`src/rtl/core/sine_generator_with_sweep_core_assert.svh`:
```
// ----------------------------------------------------------------------------
// Assertion macros shared by the sine generator core modules.
// Each macro expects signals named clk and arst_n in the using module.
// ----------------------------------------------------------------------------
`ifndef SINE_GENERATOR_WITH_SWEEP_CORE_ASSERT_SVH
`define SINE_GENERATOR_WITH_SWEEP_CORE_ASSERT_SVH

// Same-cycle implication, checked at every rising edge outside reset.
`define SGS_ASSERT_IMPL(label, ante, cons) \
	label: assert property (@(posedge clk) disable iff (!arst_n) (ante) |-> (cons)) \
		else $error("sgs same-cycle check failed");

// Next-cycle implication, checked at every rising edge outside reset.
`define SGS_ASSERT_NEXT(label, ante, cons) \
	label: assert property (@(posedge clk) disable iff (!arst_n) (ante) |=> (cons)) \
		else $error("sgs next-cycle check failed");

`endif

```
`src/rtl/core/sgs_pkg.sv`:
```
// ----------------------------------------------------------------------------
// sgs_pkg
// Shared constants, the sine table and the divider interface types.
// ----------------------------------------------------------------------------
`default_nettype none

package sgs_pkg;

	// Default parameter values for the top level.
	localparam int DEF_SINE_POINTS     = 64;
	localparam int DEF_AVERAGE_COUNT   = 10;
	localparam int DEF_SAMPLE_INTERVAL = 10;
	localparam int DEF_CLOCK_HZ        = 16000000;
	localparam int DEF_TIMER_PRESCALE  = 64;

	// Request codes.
	localparam logic [1:0] OP_TICK   = 2'd0;
	localparam logic [1:0] OP_SAMPLE = 2'd1;
	localparam logic [1:0] OP_BUTTON = 2'd2;

	// Field widths.
	localparam int OP_W    = 2;
	localparam int ADC_W   = 12;
	localparam int DAC_W   = 10;
	localparam int PER_W   = 9;
	localparam int FREQ_W  = 9;
	localparam int SUM_W   = 16;
	localparam int SWEEP_W = 14;
	localparam int MAG_W   = 9;
	localparam int POS_W   = 6;

	// Shared datapath widths. Every dividend and divisor fits 27 bits over
	// the whole parameter range; every quotient needed fits 10 bits.
	localparam int OPND_W  = 27;
	localparam int QUO_W   = 10;
	localparam int MUL_A_W = 16;
	localparam int MUL_B_W = 19;

	localparam int TABLE_LEN = 64;

	localparam logic [FREQ_W-1:0]  MIN_FREQ   = 9'd10;
	localparam logic [PER_W-1:0]   MAX_PERIOD = 9'd511;
	localparam logic [FREQ_W-1:0]  MAX_FREQ   = 9'd511;
	localparam logic [DAC_W-1:0]   MID_CODE   = 10'd512;
	localparam logic [DAC_W-1:0]   MAX_CODE   = 10'd1023;
	localparam logic [OPND_W-1:0]  AMP_DIV    = 27'd40960;
	localparam logic [OPND_W-1:0]  SWEEP_MS   = 27'd1000;
	localparam logic [MUL_B_W-1:0] FREQ_MUL   = 19'd297;
	localparam logic [MUL_B_W-1:0] SWEEP_RATE = 19'd18;
	localparam logic [SWEEP_W-1:0] SWEEP_TOP  = 14'd5000;
	localparam logic [SWEEP_W-1:0] SWEEP_END  = 14'd11000;
	localparam logic [QUO_W-1:0]   SWEEP_PEAK = 10'd190;

	localparam logic [DAC_W-1:0] WAVE_TABLE [TABLE_LEN] = '{
		10'd512, 10'd562, 10'd612, 10'd660, 10'd707, 10'd752, 10'd794, 10'd833,
		10'd868, 10'd900, 10'd927, 10'd950, 10'd968, 10'd982, 10'd991, 10'd995,
		10'd995, 10'd991, 10'd982, 10'd968, 10'd950, 10'd927, 10'd900, 10'd868,
		10'd833, 10'd794, 10'd752, 10'd707, 10'd660, 10'd612, 10'd562, 10'd512,
		10'd461, 10'd411, 10'd363, 10'd316, 10'd271, 10'd229, 10'd190, 10'd155,
		10'd123, 10'd95,  10'd72,  10'd53,  10'd39,  10'd30,  10'd25,  10'd24,
		10'd28,  10'd37,  10'd50,  10'd68,  10'd90,  10'd116, 10'd146, 10'd180,
		10'd218, 10'd259, 10'd303, 10'd350, 10'd399, 10'd449, 10'd500, 10'd551
	};

	typedef struct packed {
		logic              start;
		logic [OPND_W-1:0] dividend;
		logic [OPND_W-1:0] divisor;
	} div_req_t;

	typedef struct packed {
		logic             busy;
		logic             done;
		logic             ovf;
		logic [QUO_W-1:0] quotient;
	} div_rsp_t;

endpackage

`default_nettype wire

```
`src/rtl/core/sgs_div.sv`:
```
// ----------------------------------------------------------------------------
// sgs_div
// Restoring divider, one quotient bit per cycle, with a quotient overflow flag.
// ----------------------------------------------------------------------------
`default_nettype none
`include "sine_generator_with_sweep_core_assert.svh"

module sgs_div (
	input  wire logic              clk,
	input  wire logic              arst_n,
	input  wire sgs_pkg::div_req_t req,
	output sgs_pkg::div_rsp_t      rsp
);

	localparam int SH_W  = sgs_pkg::OPND_W + sgs_pkg::QUO_W - 1;
	localparam int CMP_W = sgs_pkg::OPND_W + sgs_pkg::QUO_W;
	localparam int CNT_W = $clog2(sgs_pkg::QUO_W + 1);

	logic [sgs_pkg::OPND_W-1:0] rem_q;
	logic [SH_W-1:0]            sh_q;
	logic [sgs_pkg::QUO_W-1:0]  quo_q;
	logic [CNT_W-1:0]           cnt_q;
	logic                       busy_q;
	logic                       done_q;
	logic                       ovf_q;
	logic                       fits;
	logic                       ovf_start;

	// The quotient overflows its width when the dividend reaches the
	// divisor shifted past the top quotient bit.
	assign ovf_start = CMP_W'(req.dividend) >= {req.divisor, sgs_pkg::QUO_W'(0)};
	assign fits      = SH_W'(rem_q) >= sh_q;

	always_ff @(posedge clk or negedge arst_n) begin
		if (!arst_n) begin
			busy_q <= 1'b0;
			done_q <= 1'b0;
			cnt_q  <= '0;
		end else begin
			done_q <= 1'b0;
			if (req.start) begin
				busy_q <= 1'b1;
				cnt_q  <= CNT_W'(sgs_pkg::QUO_W);
			end else if (busy_q) begin
				cnt_q <= cnt_q - CNT_W'(1);
				if (cnt_q == CNT_W'(1)) begin
					busy_q <= 1'b0;
					done_q <= 1'b1;
				end
			end
		end
	end

	always_ff @(posedge clk) begin
		if (req.start) begin
			rem_q <= req.dividend;
			sh_q  <= {req.divisor, (sgs_pkg::QUO_W - 1)'(0)};
			quo_q <= '0;
			ovf_q <= ovf_start;
		end else if (busy_q) begin
			if (fits) begin
				rem_q <= rem_q - sh_q[sgs_pkg::OPND_W-1:0];
			end
			quo_q <= {quo_q[sgs_pkg::QUO_W-2:0], fits};
			sh_q  <= sh_q >> 1;
		end
	end

	assign rsp.busy     = busy_q;
	assign rsp.done     = done_q;
	assign rsp.ovf      = ovf_q;
	assign rsp.quotient = quo_q;

	`SGS_ASSERT_NEXT(a_start_busy, req.start, busy_q)
	`SGS_ASSERT_IMPL(a_done_after_busy, done_q, !busy_q && $past(busy_q))
	`SGS_ASSERT_IMPL(a_no_restart, busy_q, !req.start)

endmodule

`default_nettype wire

```
`src/rtl/core/sine_generator_with_sweep_core.sv`:
```
// ----------------------------------------------------------------------------
// sine_generator_with_sweep_core
// Table sine generator whose amplitude and frequency follow a block average
// of converter codes, with a 10-100-10 Hz frequency sweep mode. Each request
// is a tick (op 0, carries adc_code), a sample event (op 1) or a sweep button
// press (op 2); only a sample event returns a result: dac_code, timer_period
// and frequency. Ticks outside sweep mode, button presses and op 3 finish in
// the idle state. A sweep tick runs the sweep pass; a sample event runs the
// amplitude, frequency and period passes in fixed mode, and the amplitude and
// period passes in sweep mode, each through one registered multiplier and one
// shared divider that retires one quotient bit per cycle. in_ready is high
// only while the sequencer is idle; a finished result waits in the output
// register while the next request is taken.
// ----------------------------------------------------------------------------
`default_nettype none
`include "sine_generator_with_sweep_core_assert.svh"

module sine_generator_with_sweep_core #(
	parameter int SINE_POINTS     = sgs_pkg::DEF_SINE_POINTS,
	parameter int AVERAGE_COUNT   = sgs_pkg::DEF_AVERAGE_COUNT,
	parameter int SAMPLE_INTERVAL = sgs_pkg::DEF_SAMPLE_INTERVAL,
	parameter int CLOCK_HZ        = sgs_pkg::DEF_CLOCK_HZ,
	parameter int TIMER_PRESCALE  = sgs_pkg::DEF_TIMER_PRESCALE
) (
	input  wire logic                        clk,
	input  wire logic                        arst_n,
	input  wire logic                        in_valid,
	output logic                             in_ready,
	input  wire logic [sgs_pkg::OP_W-1:0]    op,
	input  wire logic [sgs_pkg::ADC_W-1:0]   adc_code,
	output logic                             out_valid,
	input  wire logic                        out_ready,
	output logic [sgs_pkg::DAC_W-1:0]        dac_code,
	output logic [sgs_pkg::PER_W-1:0]        timer_period,
	output logic [sgs_pkg::FREQ_W-1:0]       frequency
);

	// Tick, block and table position counters are sized from the parameters.
	localparam int TICK_W = $clog2(SAMPLE_INTERVAL + 1);
	localparam int BLK_W  = $clog2(AVERAGE_COUNT + 1);
	localparam int IDX_W  = $clog2(SINE_POINTS);
	localparam int REM_W  = $clog2(SINE_POINTS + sgs_pkg::TABLE_LEN);
	// Largest number of table positions crossed by one sample step.
	localparam int POS_STEPS = (SINE_POINTS - 1 + sgs_pkg::TABLE_LEN) / SINE_POINTS;
	localparam logic [sgs_pkg::MUL_B_W-1:0] PER_SCALE =
		sgs_pkg::MUL_B_W'(SINE_POINTS * TIMER_PRESCALE);
	localparam logic [sgs_pkg::OPND_W-1:0] CLOCK_CONST = sgs_pkg::OPND_W'(CLOCK_HZ);
	localparam int PROD_W = sgs_pkg::MUL_A_W + sgs_pkg::MUL_B_W;

	typedef enum logic [2:0] {
		ST_IDLE,
		ST_MUL,
		ST_DIV,
		ST_WAIT,
		ST_OUT
	} state_t;

	// Which quantity the current multiply and divide pass produces.
	typedef enum logic [1:0] {
		PH_SWEEP,
		PH_AMP,
		PH_FREQ,
		PH_PER
	} phase_t;

	state_t state_q;
	phase_t phase_q;

	logic [TICK_W-1:0]                tick_q;
	logic [BLK_W-1:0]                 block_q;
	logic [sgs_pkg::SUM_W-1:0]        running_q;
	logic [sgs_pkg::SUM_W-1:0]        average_q;
	logic                             sweep_on_q;
	logic [sgs_pkg::SWEEP_W-1:0]      sweep_time_q;
	logic [sgs_pkg::FREQ_W-1:0]       freq_q;
	logic [IDX_W-1:0]                 idx_q;
	logic [sgs_pkg::POS_W-1:0]        pos_q;
	logic [REM_W-1:0]                 rem_q;

	logic [sgs_pkg::MAG_W-1:0]        mag_q;
	logic                             neg_q;
	logic [sgs_pkg::OPND_W-1:0]       prod_q;
	logic [sgs_pkg::DAC_W-1:0]        dac_q;
	logic [sgs_pkg::PER_W-1:0]        per_q;

	logic                             out_valid_q;
	logic [sgs_pkg::DAC_W-1:0]        dac_out_q;
	logic [sgs_pkg::PER_W-1:0]        per_out_q;
	logic [sgs_pkg::FREQ_W-1:0]       freq_out_q;

	logic                             accept;
	logic [sgs_pkg::SUM_W-1:0]        running_n;
	logic [BLK_W-1:0]                 block_n;
	logic [sgs_pkg::SWEEP_W-1:0]      sweep_time_n;
	logic [REM_W-1:0]                 rem_n;
	logic [sgs_pkg::POS_W-1:0]        pos_step;
	logic [sgs_pkg::DAC_W-1:0]        entry;
	logic [sgs_pkg::MUL_A_W-1:0]      mul_a;
	logic [sgs_pkg::MUL_B_W-1:0]      mul_b;
	logic [PROD_W-1:0]                mul_full;
	logic [sgs_pkg::QUO_W-1:0]        quo;
	logic [sgs_pkg::QUO_W:0]          pos_sum;
	logic [sgs_pkg::QUO_W:0]          freq_sum;
	logic [sgs_pkg::QUO_W-1:0]        sweep_f;

	sgs_pkg::div_req_t div_req;
	sgs_pkg::div_rsp_t div_rsp;

	assign in_ready = (state_q == ST_IDLE);
	assign accept   = in_valid && in_ready;

	assign running_n    = running_q + sgs_pkg::SUM_W'(adc_code);
	assign block_n      = block_q + BLK_W'(1);
	assign sweep_time_n = sweep_time_q + sgs_pkg::SWEEP_W'(1);
	assign entry        = sgs_pkg::WAVE_TABLE[pos_q];

	// Table position tracks floor(index * table length / SINE_POINTS) with a
	// remainder, so a step adds the table length and folds out whole points.
	always_comb begin
		rem_n    = rem_q + REM_W'(sgs_pkg::TABLE_LEN);
		pos_step = '0;
		for (int k = 0; k < POS_STEPS; k++) begin
			if (rem_n >= REM_W'(SINE_POINTS)) begin
				rem_n    = rem_n - REM_W'(SINE_POINTS);
				pos_step = pos_step + sgs_pkg::POS_W'(1);
			end
		end
	end

	// Operand selection for the shared multiplier and divider.
	always_comb begin
		div_req.start = (state_q == ST_DIV);
		case (phase_q)
			PH_SWEEP: begin
				mul_a            = sgs_pkg::MUL_A_W'(sweep_time_q);
				mul_b            = sgs_pkg::SWEEP_RATE;
				div_req.dividend = prod_q;
				div_req.divisor  = sgs_pkg::SWEEP_MS;
			end
			PH_AMP: begin
				mul_a            = sgs_pkg::MUL_A_W'(mag_q);
				mul_b            = sgs_pkg::MUL_B_W'(average_q);
				div_req.dividend = prod_q;
				div_req.divisor  = sgs_pkg::AMP_DIV;
			end
			PH_FREQ: begin
				mul_a            = average_q;
				mul_b            = sgs_pkg::FREQ_MUL;
				div_req.dividend = prod_q;
				div_req.divisor  = sgs_pkg::AMP_DIV;
			end
			PH_PER: begin
				mul_a            = sgs_pkg::MUL_A_W'(freq_q);
				mul_b            = PER_SCALE;
				div_req.dividend = CLOCK_CONST;
				div_req.divisor  = prod_q;
			end
			default: begin
				mul_a            = '0;
				mul_b            = '0;
				div_req.dividend = '0;
				div_req.divisor  = '0;
			end
		endcase
	end

	assign mul_full = mul_a * mul_b;

	// Result shaping after each divide pass.
	assign quo      = div_rsp.quotient;
	assign pos_sum  = (sgs_pkg::QUO_W + 1)'(sgs_pkg::MID_CODE) + (sgs_pkg::QUO_W + 1)'(quo);
	assign freq_sum = (sgs_pkg::QUO_W + 1)'(sgs_pkg::MIN_FREQ) + (sgs_pkg::QUO_W + 1)'(quo);

	// Sweep frequency: rising half adds the step to the floor, falling half
	// subtracts it from the peak and stops at the floor.
	always_comb begin
		if (sweep_time_q < sgs_pkg::SWEEP_TOP) begin
			sweep_f = sgs_pkg::QUO_W'(sgs_pkg::MIN_FREQ) + quo;
		end else if (quo > sgs_pkg::SWEEP_PEAK - sgs_pkg::QUO_W'(sgs_pkg::MIN_FREQ)) begin
			sweep_f = sgs_pkg::QUO_W'(sgs_pkg::MIN_FREQ);
		end else begin
			sweep_f = sgs_pkg::SWEEP_PEAK - quo;
		end
	end

	sgs_div u_div (
		.clk    (clk),
		.arst_n (arst_n),
		.req    (div_req),
		.rsp    (div_rsp)
	);

	always_ff @(posedge clk or negedge arst_n) begin
		if (!arst_n) begin
			state_q      <= ST_IDLE;
			phase_q      <= PH_SWEEP;
			tick_q       <= '0;
			block_q      <= '0;
			running_q    <= '0;
			average_q    <= '0;
			sweep_on_q   <= 1'b0;
			sweep_time_q <= '0;
			freq_q       <= sgs_pkg::MIN_FREQ;
			idx_q        <= '0;
			pos_q        <= '0;
			rem_q        <= '0;
			out_valid_q  <= 1'b0;
		end else begin
			if (state_q == ST_OUT && (!out_valid_q || out_ready)) begin
				out_valid_q <= 1'b1;
			end else if (out_ready) begin
				out_valid_q <= 1'b0;
			end

			case (state_q)
				ST_IDLE: begin
					if (accept) begin
						case (op)
							sgs_pkg::OP_TICK: begin
								if (tick_q < TICK_W'(SAMPLE_INTERVAL)) begin
									tick_q <= tick_q + TICK_W'(1);
								end else begin
									tick_q <= '0;
									if (block_n >= BLK_W'(AVERAGE_COUNT)) begin
										average_q <= running_n;
										running_q <= '0;
										block_q   <= '0;
									end else begin
										running_q <= running_n;
										block_q   <= block_n;
									end
								end
								if (sweep_on_q) begin
									sweep_time_q <= sweep_time_n;
									phase_q      <= PH_SWEEP;
									state_q      <= ST_MUL;
								end
							end
							sgs_pkg::OP_SAMPLE: begin
								if (idx_q == IDX_W'(SINE_POINTS - 1)) begin
									idx_q <= '0;
									pos_q <= '0;
									rem_q <= '0;
								end else begin
									idx_q <= idx_q + IDX_W'(1);
									pos_q <= pos_q + pos_step;
									rem_q <= rem_n;
								end
								phase_q <= PH_AMP;
								state_q <= ST_MUL;
							end
							sgs_pkg::OP_BUTTON: begin
								sweep_on_q <= !sweep_on_q;
								freq_q     <= sgs_pkg::MIN_FREQ;
							end
							default: begin
							end
						endcase
					end
				end
				ST_MUL: begin
					state_q <= ST_DIV;
				end
				ST_DIV: begin
					state_q <= ST_WAIT;
				end
				ST_WAIT: begin
					if (div_rsp.done) begin
						case (phase_q)
							PH_SWEEP: begin
								// At 11 s the sweep starts over from the floor.
								if (sweep_time_q >= sgs_pkg::SWEEP_END) begin
									sweep_time_q <= '0;
									freq_q       <= sgs_pkg::MIN_FREQ;
								end else begin
									freq_q <= sweep_f[sgs_pkg::FREQ_W-1:0];
								end
								state_q <= ST_IDLE;
							end
							PH_AMP: begin
								phase_q <= sweep_on_q ? PH_PER : PH_FREQ;
								state_q <= ST_MUL;
							end
							PH_FREQ: begin
								if (freq_sum > (sgs_pkg::QUO_W + 1)'(sgs_pkg::MAX_FREQ)) begin
									freq_q <= sgs_pkg::MAX_FREQ;
								end else begin
									freq_q <= freq_sum[sgs_pkg::FREQ_W-1:0];
								end
								phase_q <= PH_PER;
								state_q <= ST_MUL;
							end
							PH_PER: begin
								state_q <= ST_OUT;
							end
							default: begin
								state_q <= ST_IDLE;
							end
						endcase
					end
				end
				ST_OUT: begin
					if (!out_valid_q || out_ready) begin
						state_q <= ST_IDLE;
					end
				end
				default: begin
					state_q <= ST_IDLE;
				end
			endcase
		end
	end

	// Datapath registers, no reset needed.
	always_ff @(posedge clk) begin
		if (accept && op == sgs_pkg::OP_SAMPLE) begin
			if (entry >= sgs_pkg::MID_CODE) begin
				mag_q <= sgs_pkg::MAG_W'(entry - sgs_pkg::MID_CODE);
				neg_q <= 1'b0;
			end else begin
				mag_q <= sgs_pkg::MAG_W'(sgs_pkg::MID_CODE - entry);
				neg_q <= 1'b1;
			end
		end
		if (state_q == ST_MUL) begin
			prod_q <= mul_full[sgs_pkg::OPND_W-1:0];
		end
		if (state_q == ST_WAIT && div_rsp.done && phase_q == PH_AMP) begin
			// Amplitude scaling around mid-scale, clamped to the converter range.
			if (neg_q) begin
				dac_q <= (quo >= sgs_pkg::MID_CODE) ? '0 : sgs_pkg::MID_CODE - quo;
			end else if (pos_sum > (sgs_pkg::QUO_W + 1)'(sgs_pkg::MAX_CODE)) begin
				dac_q <= sgs_pkg::MAX_CODE;
			end else begin
				dac_q <= pos_sum[sgs_pkg::DAC_W-1:0];
			end
		end
		if (state_q == ST_WAIT && div_rsp.done && phase_q == PH_PER) begin
			if (div_rsp.ovf || quo > sgs_pkg::QUO_W'(sgs_pkg::MAX_PERIOD)) begin
				per_q <= sgs_pkg::MAX_PERIOD;
			end else begin
				per_q <= quo[sgs_pkg::PER_W-1:0];
			end
		end
		if (state_q == ST_OUT && (!out_valid_q || out_ready)) begin
			dac_out_q  <= dac_q;
			per_out_q  <= per_q;
			freq_out_q <= freq_q;
		end
	end

	assign out_valid    = out_valid_q;
	assign dac_code     = dac_out_q;
	assign timer_period = per_out_q;
	assign frequency    = freq_out_q;

	`SGS_ASSERT_IMPL(a_freq_floor, 1'b1, freq_q >= sgs_pkg::MIN_FREQ)
	`SGS_ASSERT_IMPL(a_sweep_in_range, state_q == ST_IDLE, sweep_time_q < sgs_pkg::SWEEP_END)
	`SGS_ASSERT_IMPL(a_done_while_wait, div_rsp.done, state_q == ST_WAIT)
	`SGS_ASSERT_IMPL(a_pos_rem_range, 1'b1, rem_q < REM_W'(SINE_POINTS))

endmodule

`default_nettype wire
```
`config.mk`:
```
export PLATFORM = sky130hd
export DESIGN_NAME = sine_generator_with_sweep_core
export DESIGN_NICKNAME = d
export VERILOG_FILES = /design/src/rtl/core/sgs_pkg.sv /design/src/rtl/core/sgs_div.sv /design/src/rtl/core/sine_generator_with_sweep_core.sv
export VERILOG_INCLUDE_DIRS = /design/src /design/src/rtl/core
export SDC_FILE = /design/constraint.sdc
export NUM_CORES = 1
export LEC_CHECK = 0
export BUFFER_PORTS_ARGS = -buffer_cell sky130_fd_sc_hd__buf_2
export CORE_UTILIZATION = 38
export CTS_CLUSTER_DIAMETER = 40
export DETAILED_ROUTE_END_ITERATION = 16
export PLACE_DENSITY_LB_ADDON = 0.3
export SKIP_LAST_GASP = 1
export SLEW_MARGIN = 20
export SYNTH_ARGS = -nofsm -noshare
export SYNTH_HDL_FRONTEND = slang
export SYNTH_HIERARCHICAL = 1
export SYNTH_SLANG_ARGS = --single-unit
```
`constraint.sdc`:
```
create_clock -name clk -period 12.3 [get_ports clk]
set_input_delay 1.845 -clock clk [delete_from_list [all_inputs] [get_ports clk]]
set_output_delay 1.845 -clock clk [all_outputs]
set_load 0.1 [all_outputs]
```
==> flow_summary_export.csv <==
group,metric,value,unit
outcome,status,"complete, but fails checks",
outcome,violations,"DRC",
clock_network,insertion_delay,0.58,ns
floorplanning,core,59350,sq um
cells_and_area,antenna_cells,0,
clock_network,cts_resized,0,
clock_network,cts_inserted_buffers,46,
timing,finalCriticalPeriod,7.814,ns
floorplanning,dieArea,61360,sq um
critical_path,crit_buf_inv,4,
critical_path,arrival,8.14,ns
cells_and_area,fill_cells,5724,
floorplanning,fp-row-count,89,
critical_path,reg2reg_depth,22,
global_routing,grt_usage,0.2042,
critical_path,reg2reg_slack,4.49,ns
cells_and_area,design_area,25480,sq um
drt,drt_iter0_markers,1145,
clock_network,cts-hold-fix-buffers,0,
drt,top_layer_used,"met4",
drt,wl_met2,28620,um
timing,worstMarginPinSlew,1.006,ns
global_routing,grt-ovfl-total,0,
clock_network,clkTransAtPathRegs,0.05,ns
floorplanning,start_util,0.3865,
critical_path,required,12.62,ns
drt,firstDrtPassIters,11,
pwr,ir_worst_vdd,0.1014,mV
drt,wl_met3,3299,um
critical_path,crit_family,"adder cells",
drt,via_per_inst,5.358,
critical_path,critPathLaunchType,"flop",
global_routing,grt_max_degree,67,
timing,min_period_over_period,0.6353,
cells_and_area,syn_to_final_growth,11.08,%
floorplanning,fp.dieW,247.7,um
timing,drv_slew,0,
placement,placed_cell_area,23840,sq um
timing,hold_violations,0,
drt,drc_errors,4,
critical_path,r2r_end,"prod_q[25]",
cells_and_area,fin_cells,3379,
yosys,synthCells,2565,
drt,wire_per_inst,17.87,um
timing,maxSlewHeadroom,0.3280,
critical_path,worst_path_most_repeated_cell,"fa_1",
clock_network,cts_root_buf,"clkbuf_16",
floorplanning,ioPinCount,48,
cells_and_area,layout.nets,2934,
floorplanning,dieHeight,247.7,um
clock_network,cts.sinks,247,
placement,gp_congestion,0.9574,
run,maxCapViolCount,0,
timing,fmax,0.1280,GHz
pwr,p_per_area,188.6,nW/um^2
yosys,synth_warnings,6,
drt,antenna_left,0,
critical_path,end_kind,"flop",
drt,routed_wl,60380,um
yosys,synth_area_per_cell,8.944,sq um
timing,tns,0,ns
critical_path,path_cells,"inv_1 -> ha_1 -> nor2b_1 -> nand2_1 -> or2_2 -> fa_1 -> fa_1 -> inv_1 -> fa_1 -> fa_1 -> fa_1 -> inv_1 -> fa_1 -> inv_1 -> ha_1 -> o21ai_0 -> o21bai_1 -> or3_1 -> a221oi_1 -> a21o_1 -> nand2_1 -> a311o_1",
cells_and_area,postLayoutCoreUtil,0.4293,
critical_path,crit_cells,22,
critical_path,crit_slowest_cell,"nor2b_1",
drt,met1Wirelength,26350,um
global_routing,grt_antenna_before_repair,0,
timing,finalClockSkew,0.03582,ns
global_routing,grt_pass1_wl,99170,um
cells_and_area,drive_above_1_share,0.08250,
critical_path,reg2reg_from,"phase_q[0]",
critical_path,path_class,"reg2reg",
critical_path,max_stage_delay,0.66,ns
yosys,syn_nets,2930,
hold_path,hold_path.class,"reg2reg",
clock_network,cts_tree,"done",
yosys,synthesis.area,22940,sq um
critical_path,setup.worst_path.start,"phase_q[0]",
critical_path,critical_path.endpoint,"prod_q[25]",
timing,rsz0062_at_grt,"no",
critical_path,worstPathMaxFanout,13,
clock_network,post_cts_buffers,0,
timing,setup-violations-final,0,
clock_network,clockBufferDepth,3,
clock_network,cts.htree.levels,2,
placement,hpwl,46490,um
placement,placedCellCount,3294,
global_routing,grt_pass1_vias,18500,
pwr,p_leak,11.42,nW
drt,via_count,18110,
placement,portBuffers,47,
## report_power, final
| part | leakage (nW) | switching (mW) | internal (mW) |
|---|---|---|---|
| sequential | 2.63 | 0.119 | 1.13 |
| combinational | 8.00 | 1.43 | 0.803 |
| clock | 0.784 | 0.466 | 0.868 |
| total | 11.4 | 2.01 | 2.80 |
## worst min path at each step
stage               startpoint              end  slack [ns]  cells after the start
floorplan             dac_q[0]      dac_code[0]        0.40                      0
global placement      dac_q[6]      dac_code[6]        0.40                      0
detailed placement    per_q[0]  timer_period[0]        0.40                      0
CTS                   per_q[0]  timer_period[0]        0.42                      0
global route          dac_q[6]      dac_code[6]        0.43                      0
finish                per_q[4]  timer_period[4]        0.42                      0
## layer usage
metal	vias to the layer above	track usage
met5	-	0
met4	0	0.07651
met3	122	0.02855
met2	527	0.3422
met1	8848	0.2669
li1	8608	-
## state kept, by name (all words and copies together), names as in the netlist, 10 cells and up
signal        count
u_div/sh_q       36
prod_q           27
u_div/rem_q      27
average_q        16
running_q        16
sweep_time_q     14
dac_code         10
dac_q            10
u_div/quo_q      10
## cell usage in the layout, fill, tap and decap left out, drive strengths merged, types with 9 or more instances in the layout
| cell | count |
|---|---|
| a31oi | 12 |
| xnor2 | 46 |
| mux2 | 13 |
| nand3 | 54 |
| ha | 159 |
| a22o | 23 |
| a22oi | 17 |
| nor2 | 238 |
| or2 | 24 |
| nand2 | 352 |
| o21bai | 11 |
| o21a | 14 |
| clkinv | 14 |
| dfxtp | 19 |
| nand4 | 21 |
| a211oi | 12 |
| a21oi | 103 |
| inv | 345 |
| clkbuf | 51 |
| and2 | 56 |
| edfxtp | 139 |
| nand2b | 31 |
| xor2 | 40 |
| or3 | 23 |
| o21ai | 154 |
| o31ai | 14 |
| buf | 68 |
| nor3 | 20 |
| a21o | 31 |
| fa | 188 |
| a21boi | 9 |
| nor4 | 10 |
| nor2b | 40 |
| o211ai | 18 |
| mux2i | 29 |
| and3 | 21 |
| dfrtp | 87 |
## final cells by class
cell class	instances	area, sq um	area share
Multi-Input combinational cell	1868	14430	0.5663
Sequential cell	247	6785	0.2663
Inverter	338	1269	0.04979
Clock buffer	51	1211	0.04753
Tap cell	773	967.2	0.03795
Clock inverter	34	425.4	0.01669
Timing Repair Buffer	68	395.4	0.01552
## through the flow
stage          worst slack, ns  hold slack, ns  power, mW
2_1_floorplan            4.793          0.4003      2.865
3_3_place_gp             4.807          0.4028      3.402
3_5_place_dp             4.536          0.4045      3.447
4_1_cts                  4.540          0.4167      4.820
5_1_grt                  4.132          0.4273      5.160
6_report                 4.486          0.4165      4.807
## worst register-to-register path, delay by kind of cell (launching register included)
| kind | cells | cell delay, ns |
|---|---|---|
| buffers and inverters | 4 | 0.32 |
| AO/OA/AOI/OAI | 5 | 1.25 |
| flip-flops | 1 | 0.48 |
| adder cells (fa/ha/maj) | 8 | 3.74 |
| AND/OR/NAND/NOR | 5 | 1.78 |
Note: power is estimated with default switching activity, not from simulation.
